File: src/rtl/hpgov_pkg.sv
`timescale 1ns / 1ps
// Shared types, constants and helpers for the core hotplug load governor.
// No dependencies; imported by every module of the block.
package hpgov_pkg;

  // Cores in the system; the governor models at most four of them.
  localparam int unsigned NumCores  = 4;
  localparam int unsigned CoresUsed = (NumCores > 4) ? 4 : NumCores;
  localparam logic [3:0]  AllMask   = 4'((1 << CoresUsed) - 1);
  localparam logic [2:0]  CoresUsedW = 3'(CoresUsed);

  localparam logic [6:0] LoadMax    = 7'd100;
  localparam logic [6:0] BurstLoad  = 7'd95;
  localparam logic [5:0] BurstMinUp = 6'd2;
  localparam logic [2:0] MinCores   = 3'd2;
  localparam logic [5:0] CountCap   = 6'd40;
  localparam logic [5:0] CounterMax = 6'd63;

  // floor(x / 3) == (x * 171) >> 9 for every sum of four loads (x <= 400)
  localparam logic [16:0] Recip3      = 17'd171;
  localparam int unsigned Recip3Shift = 9;

  typedef enum logic [2:0] {
    REG_GOVERNOR_ON     = 3'd0,
    REG_UP_THRESHOLD    = 3'd1,
    REG_CORE_LIMIT      = 3'd2,
    REG_UP_COUNT_LIMIT  = 3'd3,
    REG_DOWN_COUNT_LIMIT = 3'd4,
    REG_PLUG_EVERYTHING = 3'd5
  } reg_idx_e;

  typedef enum logic [1:0] {
    ACT_NONE   = 2'd0,
    ACT_PLUG   = 2'd1,
    ACT_UNPLUG = 2'd2
  } action_e;

  // Clamped configuration as seen by the datapath.
  typedef struct packed {
    logic       gov_on;
    logic [6:0] thr;
    logic [2:0] lim;
    logic [5:0] ulim;
    logic [5:0] dlim;
    logic       plug_every;
  } cfg_t;

  // Controller to datapath.
  typedef struct packed {
    logic capture;
    logic average;
    logic decide;
    logic emit;
  } cmd_t;

  // Datapath to controller.
  typedef struct packed {
    logic run;
  } status_t;

  function automatic logic [6:0] sat_load(logic [6:0] v);
    return (v > LoadMax) ? LoadMax : v;
  endfunction

  function automatic logic [5:0] sat_inc(logic [5:0] v);
    return (v >= CounterMax) ? CounterMax : v + 6'd1;
  endfunction

endpackage

File: src/rtl/hpgov_dp.sv
`timescale 1ns / 1ps
// Datapath of the hotplug governor: load capture, averaging, counters,
// mask decision and the output register. Depends on hpgov_pkg.
module hpgov_dp (
  input  logic                 clk_i,
  input  logic                 rst_ni,
  input  hpgov_pkg::cfg_t      cfg_i,
  input  logic                 hold_all_i,
  input  hpgov_pkg::cmd_t      cmd_i,
  output hpgov_pkg::status_t   status_o,
  input  logic [3:0][6:0]      load_i,
  output logic [3:0]           online_cores_o,
  output logic [1:0]           action_o,
  output logic [1:0]           affected_core_o,
  output logic [6:0]           average_load_o,
  output logic [5:0]           up_counter_now_o,
  output logic [5:0]           down_counter_now_o
);
  import hpgov_pkg::*;

  // governor state
  logic [3:0] mask_q, mask_d;
  logic [5:0] up_q, up_d;
  logic [5:0] dn_q, dn_d;

  // per-tick working registers
  logic [3:0][6:0] load_q;
  logic [6:0]      avg_q;
  logic [2:0]      n_q;
  action_e         act_q, act_d;
  logic [1:0]      core_q, core_d;

  logic [3:0]  keep_w;
  logic [8:0]  sum_w;
  logic [16:0] prod_w;
  logic [6:0]  avg_w;
  logic [2:0]  n_w;
  logic        plug_w, unplug_w, found_w;
  logic [6:0]  best_w;
  logic [1:0]  pick_w;

  assign status_o.run = cfg_i.gov_on && (cfg_i.lim != MinCores);

  // cores below the limit keep their online bit
  always_comb begin
    for (int i = 0; i < 4; i++) begin
      keep_w[i] = (3'(i) < cfg_i.lim);
    end
  end

  // sum and mean over online cores
  always_comb begin
    sum_w = 9'd0;
    for (int i = 0; i < 4; i++) begin
      if (mask_q[i]) begin
        sum_w = sum_w + 9'(load_q[i]);
      end
    end
    n_w    = 3'($countones(mask_q));
    prod_w = {8'd0, sum_w} * Recip3;
    case (n_w)
      3'd1:    avg_w = 7'(sum_w);
      3'd2:    avg_w = 7'(sum_w >> 1);
      3'd3:    avg_w = 7'(prod_w >> Recip3Shift);
      3'd4:    avg_w = 7'(sum_w >> 2);
      default: avg_w = 7'd0;
    endcase
  end

  // hysteresis counters and plug / unplug choice
  always_comb begin
    up_d     = up_q;
    dn_d     = dn_q;
    mask_d   = mask_q;
    act_d    = act_q;
    core_d   = core_q;
    plug_w   = 1'b0;
    unplug_w = 1'b0;
    found_w  = 1'b0;
    best_w   = LoadMax + 7'd1;
    pick_w   = 2'd0;

    if (cmd_i.capture) begin
      act_d  = ACT_NONE;
      core_d = 2'd0;
      if (!cfg_i.gov_on) begin
        mask_d = AllMask;
        up_d   = 6'd0;
        dn_d   = 6'd0;
      end else begin
        mask_d = (mask_q & keep_w) | 4'b0011;
      end
    end else if (cmd_i.decide) begin
      if (cfg_i.plug_every) begin
        plug_w = (n_q < CoresUsedW);
      end else if (avg_q >= cfg_i.thr) begin
        up_d   = sat_inc(up_q);
        plug_w = (up_d > cfg_i.ulim);
      end else if ((avg_q > BurstLoad) && (up_q >= BurstMinUp)) begin
        up_d   = sat_inc(up_q);
        plug_w = 1'b1;
      end else begin
        dn_d     = sat_inc(dn_q);
        unplug_w = (dn_d > cfg_i.dlim);
      end

      if (plug_w) begin
        if (n_q < cfg_i.lim) begin
          for (int i = 1; i < 4; i++) begin
            if ((i < CoresUsed) && !mask_q[i] && !found_w) begin
              found_w   = 1'b1;
              mask_d[i] = 1'b1;
              act_d     = ACT_PLUG;
              core_d    = 2'(i);
            end
          end
        end
        up_d = 6'd0;
        dn_d = 6'd0;
      end else if (unplug_w) begin
        if (n_q > MinCores) begin
          for (int i = 2; i < 4; i++) begin
            if ((i < CoresUsed) && mask_q[i] && (load_q[i] < best_w)) begin
              best_w = load_q[i];
              pick_w = 2'(i);
            end
          end
          if (pick_w > 2'd1) begin
            mask_d[pick_w] = 1'b0;
            act_d          = ACT_UNPLUG;
            core_d         = pick_w;
          end
        end
        up_d = 6'd0;
        dn_d = 6'd0;
      end
    end
  end

  always_ff @(posedge clk_i or negedge rst_ni) begin
    if (!rst_ni) begin
      mask_q <= AllMask;
      up_q   <= 6'd0;
      dn_q   <= 6'd0;
    end else if (hold_all_i) begin
      mask_q <= AllMask;
      up_q   <= 6'd0;
      dn_q   <= 6'd0;
    end else begin
      mask_q <= mask_d;
      up_q   <= up_d;
      dn_q   <= dn_d;
    end
  end

  always_ff @(posedge clk_i) begin
    act_q  <= act_d;
    core_q <= core_d;
    if (cmd_i.capture) begin
      for (int i = 0; i < 4; i++) begin
        load_q[i] <= sat_load(load_i[i]);
      end
    end
    if (cmd_i.average) begin
      avg_q <= avg_w;
      n_q   <= n_w;
    end
    if (cmd_i.emit) begin
      online_cores_o     <= mask_q;
      action_o           <= act_q;
      affected_core_o    <= core_q;
      average_load_o     <= avg_q;
      up_counter_now_o   <= up_q;
      down_counter_now_o <= dn_q;
    end
  end

endmodule

File: src/rtl/hpgov_ctrl.sv
`timescale 1ns / 1ps
// Sequencer of the hotplug governor: steps one tick through the datapath
// and owns the input stall and the output valid. Depends on hpgov_pkg.
module hpgov_ctrl (
  input  logic               clk_i,
  input  logic               rst_ni,
  input  logic               in_valid_i,
  output logic               in_stall_o,
  output logic               out_valid_o,
  input  logic               out_stall_i,
  input  hpgov_pkg::status_t status_i,
  output hpgov_pkg::cmd_t    cmd_o
);
  import hpgov_pkg::*;

  typedef enum logic [3:0] {
    ST_IDLE   = 4'b0001,
    ST_AVG    = 4'b0010,
    ST_DECIDE = 4'b0100,
    ST_EMIT   = 4'b1000
  } state_e;

  state_e state_q, state_d;
  logic   out_valid_q, out_valid_d;
  logic   out_free_w;

  assign in_stall_o  = (state_q != ST_IDLE);
  assign out_valid_o = out_valid_q;
  assign out_free_w  = !out_valid_q || !out_stall_i;

  always_comb begin
    state_d       = state_q;
    out_valid_d   = out_valid_q && out_stall_i;
    cmd_o         = '0;
    case (state_q)
      ST_IDLE: begin
        if (in_valid_i) begin
          cmd_o.capture = 1'b1;
          state_d       = ST_AVG;
        end
      end
      ST_AVG: begin
        cmd_o.average = 1'b1;
        state_d       = status_i.run ? ST_DECIDE : ST_EMIT;
      end
      ST_DECIDE: begin
        cmd_o.decide = 1'b1;
        state_d      = ST_EMIT;
      end
      ST_EMIT: begin
        // hold until the output register is free
        if (out_free_w) begin
          cmd_o.emit  = 1'b1;
          out_valid_d = 1'b1;
          state_d     = ST_IDLE;
        end
      end
      default: begin
        state_d = ST_IDLE;
      end
    endcase
  end

  always_ff @(posedge clk_i or negedge rst_ni) begin
    if (!rst_ni) begin
      state_q     <= ST_IDLE;
      out_valid_q <= 1'b0;
    end else begin
      state_q     <= state_d;
      out_valid_q <= out_valid_d;
    end
  end

endmodule

File: src/rtl/core_hotplug_load_governor.sv
`timescale 1ns / 1ps
// Core hotplug load governor: top level with configuration registers.
// Depends on hpgov_pkg, hpgov_ctrl and hpgov_dp.
//
// Usage:
//  - Input channel (in_valid_i / in_stall_o): one transaction per tick, with
//    a load percent per core. Loads above 100 are taken as 100.
//  - Output channel (out_valid_o / out_stall_i): one transaction per tick with
//    the online mask, the plug/unplug action, the affected core, the mean load
//    and both hysteresis counters.
//  - Config channel (cfg_valid_i / cfg_ready_o): index plus data, always ready.
//    Write only while no tick is in flight. Writing 0 to governor_on brings
//    all cores online and clears both counters at once.
//  - Steps: after input accept a tick passes the average, decide and emit
//    steps before output valid; decide is skipped when the governor is off or
//    the core limit is 2. A new tick is not taken until its predecessor is handed
//    to the output register, and is taken in the cycle after that.
//  - The output register parts the two sides: the next tick is accepted while
//    an earlier result waits; when the receiver stalls, the result is held
//    and a finished tick waits in its last step until the register frees.
//  - Reset: governor off, default thresholds, all cores online, counters 0.
module core_hotplug_load_governor (
  input  logic       clk_i,
  input  logic       rst_ni,
  // tick input
  input  logic       in_valid_i,
  output logic       in_stall_o,
  input  logic [6:0] load_core0_i,
  input  logic [6:0] load_core1_i,
  input  logic [6:0] load_core2_i,
  input  logic [6:0] load_core3_i,
  // result output
  output logic       out_valid_o,
  input  logic       out_stall_i,
  output logic [3:0] online_cores_o,
  output logic [1:0] action_o,
  output logic [1:0] affected_core_o,
  output logic [6:0] average_load_o,
  output logic [5:0] up_counter_now_o,
  output logic [5:0] down_counter_now_o,
  // configuration writes
  input  logic       cfg_valid_i,
  output logic       cfg_ready_o,
  input  logic [2:0] cfg_index_i,
  input  logic [6:0] cfg_data_i
);
  import hpgov_pkg::*;

  // Raw configuration registers
  logic       gov_on_q;
  logic [6:0] thr_q;
  logic [2:0] lim_q;
  logic [5:0] ulim_q;
  logic [5:0] dlim_q;
  logic       plug_every_q;

  logic       cfg_we_w;
  logic       hold_all_w;
  cfg_t       cfg_w;
  cmd_t       cmd_w;
  status_t    status_w;

  assign cfg_ready_o = 1'b1;
  assign cfg_we_w    = cfg_valid_i && cfg_ready_o;

  // Turning the governor off drops every core back online right away.
  assign hold_all_w = cfg_we_w && (cfg_index_i == REG_GOVERNOR_ON) && !cfg_data_i[0];

  always_ff @(posedge clk_i or negedge rst_ni) begin
    if (!rst_ni) begin
      gov_on_q     <= 1'b0;
      thr_q        <= 7'd85;
      lim_q        <= 3'd4;
      ulim_q       <= 6'd5;
      dlim_q       <= 6'd10;
      plug_every_q <= 1'b0;
    end else if (cfg_we_w) begin
      case (cfg_index_i)
        REG_GOVERNOR_ON:      gov_on_q     <= cfg_data_i[0];
        REG_UP_THRESHOLD:     thr_q        <= cfg_data_i;
        REG_CORE_LIMIT:       lim_q        <= cfg_data_i[2:0];
        REG_UP_COUNT_LIMIT:   ulim_q       <= cfg_data_i[5:0];
        REG_DOWN_COUNT_LIMIT: dlim_q       <= cfg_data_i[5:0];
        REG_PLUG_EVERYTHING:  plug_every_q <= cfg_data_i[0];
        default: ;  // writes past the register list are dropped
      endcase
    end
  end

  // Clamp the settings into their working ranges.
  always_comb begin
    cfg_w.gov_on     = gov_on_q;
    cfg_w.thr        = (thr_q > LoadMax) ? LoadMax : thr_q;
    cfg_w.ulim       = (ulim_q > CountCap) ? CountCap : ulim_q;
    cfg_w.dlim       = (dlim_q > CountCap) ? CountCap : dlim_q;
    cfg_w.plug_every = plug_every_q;
    if (lim_q < MinCores) begin
      cfg_w.lim = MinCores;
    end else if (lim_q > CoresUsedW) begin
      cfg_w.lim = CoresUsedW;
    end else begin
      cfg_w.lim = lim_q;
    end
  end

  hpgov_ctrl u_ctrl (
    .clk_i       (clk_i),
    .rst_ni      (rst_ni),
    .in_valid_i  (in_valid_i),
    .in_stall_o  (in_stall_o),
    .out_valid_o (out_valid_o),
    .out_stall_i (out_stall_i),
    .status_i    (status_w),
    .cmd_o       (cmd_w)
  );

  hpgov_dp u_dp (
    .clk_i              (clk_i),
    .rst_ni             (rst_ni),
    .cfg_i              (cfg_w),
    .hold_all_i         (hold_all_w),
    .cmd_i              (cmd_w),
    .status_o           (status_w),
    .load_i             ({load_core3_i, load_core2_i, load_core1_i, load_core0_i}),
    .online_cores_o     (online_cores_o),
    .action_o           (action_o),
    .affected_core_o    (affected_core_o),
    .average_load_o     (average_load_o),
    .up_counter_now_o   (up_counter_now_o),
    .down_counter_now_o (down_counter_now_o)
  );

  // A tick occupies the sequencer for the next cycle.
  a_busy_after_accept: assert property (@(posedge clk_i) disable iff (!rst_ni)
    in_valid_i && !in_stall_o |=> in_stall_o)
    else $error("input accepted two cycles in a row");

  // Cores 0 and 1 stay online in every result.
  a_boot_cores_online: assert property (@(posedge clk_i) disable iff (!rst_ni)
    out_valid_o |-> online_cores_o[1:0] == 2'b11)
    else $error("core 0 or 1 reported offline");

  // No action means no affected core; the action code stays legal.
  a_action_core: assert property (@(posedge clk_i) disable iff (!rst_ni)
    out_valid_o && (action_o == ACT_NONE) |-> affected_core_o == 2'd0)
    else $error("affected core set without an action");

  a_action_legal: assert property (@(posedge clk_i) disable iff (!rst_ni)
    out_valid_o |-> (action_o == ACT_NONE) || (action_o == ACT_PLUG) ||
                    (action_o == ACT_UNPLUG))
    else $error("illegal action code");

endmodule
File: config.mk
export PLATFORM = sky130hd
export DESIGN_NAME = core_hotplug_load_governor
export DESIGN_NICKNAME = d
export VERILOG_FILES = /design/src/rtl/hpgov_pkg.sv /design/src/rtl/hpgov_dp.sv /design/src/rtl/hpgov_ctrl.sv /design/src/rtl/core_hotplug_load_governor.sv
export SDC_FILE = /design/constraint.sdc
export NUM_CORES = 1
export LEC_CHECK = 0
export ABC_AREA = 0
export BUFFER_PORTS_ARGS = -buffer_cell sky130_fd_sc_hd__buf_4
export CORE_MARGIN = 2
export CORE_UTILIZATION = 57
export DETAILED_ROUTE_END_ITERATION = 7
export GPL_TIMING_DRIVEN = 0
export PLACE_DENSITY_LB_ADDON = 0.12
export SYNTH_ARGS = -nofsm -noshare
export SYNTH_HDL_FRONTEND = slang
export SYNTH_HIERARCHICAL = 1
export SYNTH_SLANG_ARGS = --single-unit
File: constraint.sdc
create_clock -name clk_i -period 10 [get_ports clk_i]
set_clock_uncertainty 0.15 [all_clocks]
set_input_delay 1.5 -clock clk_i [delete_from_list [all_inputs] [get_ports clk_i]]
set_output_delay 1.5 -clock clk_i [all_outputs]
set_load 0.01 [all_outputs]
==> results.yml <==
setup_path:
  cpPeakStageDelay_ps: 540
  critPathSlowestCell: "dfstp_2"
  reg2reg_slack_ps: 700
  critical_path_arrival_ps: 9320
  critPathCaptureType: "flip-flop"
  ff2ff_path_depth: 39
  cp_num_buf_inv: 4
  cp.required_ps: 10010
  worstSetupStartpointType: "flip-flop"
  worstSetupPathType: "reg2reg"
  worst-path-stages: 39
  cp_top_family: "compound AO/OA/AOI/OAI gates"
  critPathMaxFanout: 10
detailed_routing:
  first_pass_iters: 4
  drt_iter0_markers: 331
  route.detailed.drc: 0
  ant_nets: 0
  vias: 6327
  via_per_inst: 5.773
  wl_per_cell_um: 16.05
  wl_um: 17590
global_routing:
  grt_start_max_net_pins: 46
  grt_antenna_before_repair: 0
  globalRouteTotalUtil_pct: 23.62
  grt_overflow: 0
  grt_pass1_wl_um: 29810
  grt_pass1_vias: 6440
yosys:
  yosysTopAreaCellShare_pct: 23.29
  synth-edff-count: 65
  syn-cell-area_um2: 8379
  ys_seq_area_share_pct: 37.90
  synthTopCellsByArea: "edfxtp_1, ha_1, dfrtp_1"
  yosysTopAreaCell: "edfxtp_1"
  async_flop_share_pct: 39.47
  syn_area_per_cell_um2: 10.38
  ys_seq_elements: 114
  synthDistinctLibCells: 84
  syn_inst: 807
  yosysWarnings: 6
  ys.flop_type: "edfxtp_1"
  synth_nets: 962
finish:
  nets: 1054
  seq_area_um2: 3176
  layout-drive-gt1-share_pct: 20.29
  area_delta_synth_final_pct: 16.74
  layoutNonFillerInstCount: 1096
  nFillCells: 1127
  multiInputGateArea_um2: 4811
  antenna_cells: 0
sta:
  hold_violations: 0
  min_period_ps: 9304
  slew_viol_final: 0
  timing.final.crit_share_pct: 93.04
  setup_viol: 0
  slew_headroom_pct: 32.81
  holdWs_ps: 295.3
  tightestPinTransition_ps: 1003
  max_freq_mhz: 107.5
  setup_ws_ps: 696.4
placed_design:
  place_ws_ps: 214.2
  port_buffers: 71
  hpwl_um: 13210
  routabilityCongestion: 0.9171
  place_inst: 1062
die:
  dieHeight_um: 125.2
  die_w_um: 125.2
  initial_core_util_pct: 58.09
  pin_count: 73
  rows: 44
  dieArea_um2: 15690
  core_um2: 14420
cts:
  clk_pin_slew_ps: 50
  numCtsBuffers: 17
  cts.sinks: 114
  cts_tree: "done"
  cts_root_buf: "clkbuf_16"
  worstSkewPairLatency_ps: 420
  ctsLongestPathBuffers: 2
  htree_num_levels: 4
hold_path:
  hp-class: "reg2reg"
  min_path_cells: 0
job:
  cap_violations: 0
run_status:
  outcome: "complete, no violations"
## through the flow
stage / setup TNS [ps] / instance area [um2] / utilization (%)
floorplan: 0 / 8379 / -
global placement: 0 / 9143 / 63.38
detailed placement: 0 / 9154 / 63.46
CTS: 0 / 9747 / 67.57
global route: -4.038 / 9782 / 67.82
finish: 0 / 9782 / 67.82
## layout make-up
type | instances | share of cell area [%]
timing repair buffer | 73 | 5.602
multi-input combinational | 588 | 49.18
buffer | 30 | 1.458
tap | 184 | 2.354
clock buffer | 19 | 4.745
sequential | 114 | 32.46
clock inverter | 13 | 1.317
inverter | 75 | 2.878
## cell usage in the layout (no fill, tap or decap), types with 10 or more instances in the layout
master      n
edfxtp_1   65
nor3_1     10
nor2_1     44
xnor2_1    22
mux2_2     18
fa_1       16
a21oi_1    40
a21o_1     18
nand3_1    12
ha_1       96
or2_2      10
clkbuf_1   21
clkbuf_16  18
dfstp_2    14
and2_1     28
inv_1      75
dfrtp_1    31
buf_4      74
nor2b_1    22
o21ai_0    20
nand2_1    55
mux2_4     14
## kinds of logic after synthesis
family          Yosys count  synth area share (%)
compound gates          175                 14.78
other cells               1               0.04475
fa+ha+maj               113                 18.28
simple gates            231                 15.14
xor+xnor                 29                 3.031
flops                   114                 37.90
mux                      39                 5.764
buf+inv                 105                 5.062
## flip-flops by register name, indices dropped and copies added, names as in the netlist, 3 cells and up
register                 flops
dlim_q                       6
lim_q                        3
thr_q                        7
u_ctrl/state_q               4
u_dp/average_load_o          7
u_dp/avg_q                   7
u_dp/dn_q                    6
u_dp/down_counter_now_o      6
u_dp/load_q                 28
u_dp/mask_q                  4
u_dp/n_q                     3
u_dp/online_cores_o          4
u_dp/up_counter_now_o        6
u_dp/up_q                    6
ulim_q                       6
## cell usage after synthesis, drive strengths merged, types with 6 or more instances
cell type and number:
xor2 6, nand3 12, xnor2 23, fa 16, nand3b 6, and2 28, o31ai 8, and3 6
nor2 45, or2 10, inv 75, mux2i 7, clkbuf 21, ha 96, nand2b 9, a21o 18
mux2 32, nor3b 6, nand2 55, o21ai 24, nor3 10, dfstp 14, buf 9, o22ai 9
edfxtp 65, a21oi 42, nor2b 22, dfrtp 31, a22o 7, o21a 8
## worst reg2reg max path, delay by kind of cell, from the launching register on
kind	cells	cell delay, ps
AO/OA/AOI/OAI	16	3330
XOR/XNOR	4	860
buffers and inverters	4	530
AND/OR/NAND/NOR	8	1170
flip-flops	1	540
adder cells (fa/ha/maj)	7	2480
## repair_timing
action                                  in CTS  in global routing
setup buffers                                0                  2
endpoints found under the setup margin       0                  5
hold buffers                                 0                  0
hold endpoints to repair                     0                  0
resized for setup                            0                  3
## worst paths after layout
kind | startpoint | to
max in group asynchronous | rst_ni | u_dp/up_q[4]
min in group asynchronous | rst_ni | u_dp/dn_q[1]
min reg2reg | u_dp/avg_q[0] | u_dp/average_load_o[0]
max reg2reg | u_dp/mask_q[0] | u_dp/avg_q[5]
min | u_dp/avg_q[0] | u_dp/average_load_o[0]
max | u_dp/mask_q[0] | u_dp/avg_q[5]
## layer usage
layer	GRT usage, %	up-vias	wire length [um]
li1	-	3093	-
met1	27.08	3070	7344
met2	42.07	131	9068
met3	5.349	33	735
met4	10.72	0	443
met5	0	-	0
Power is not shown: default switching activity piles up to over one toggle a cycle in this logic, so the estimate is an artifact.
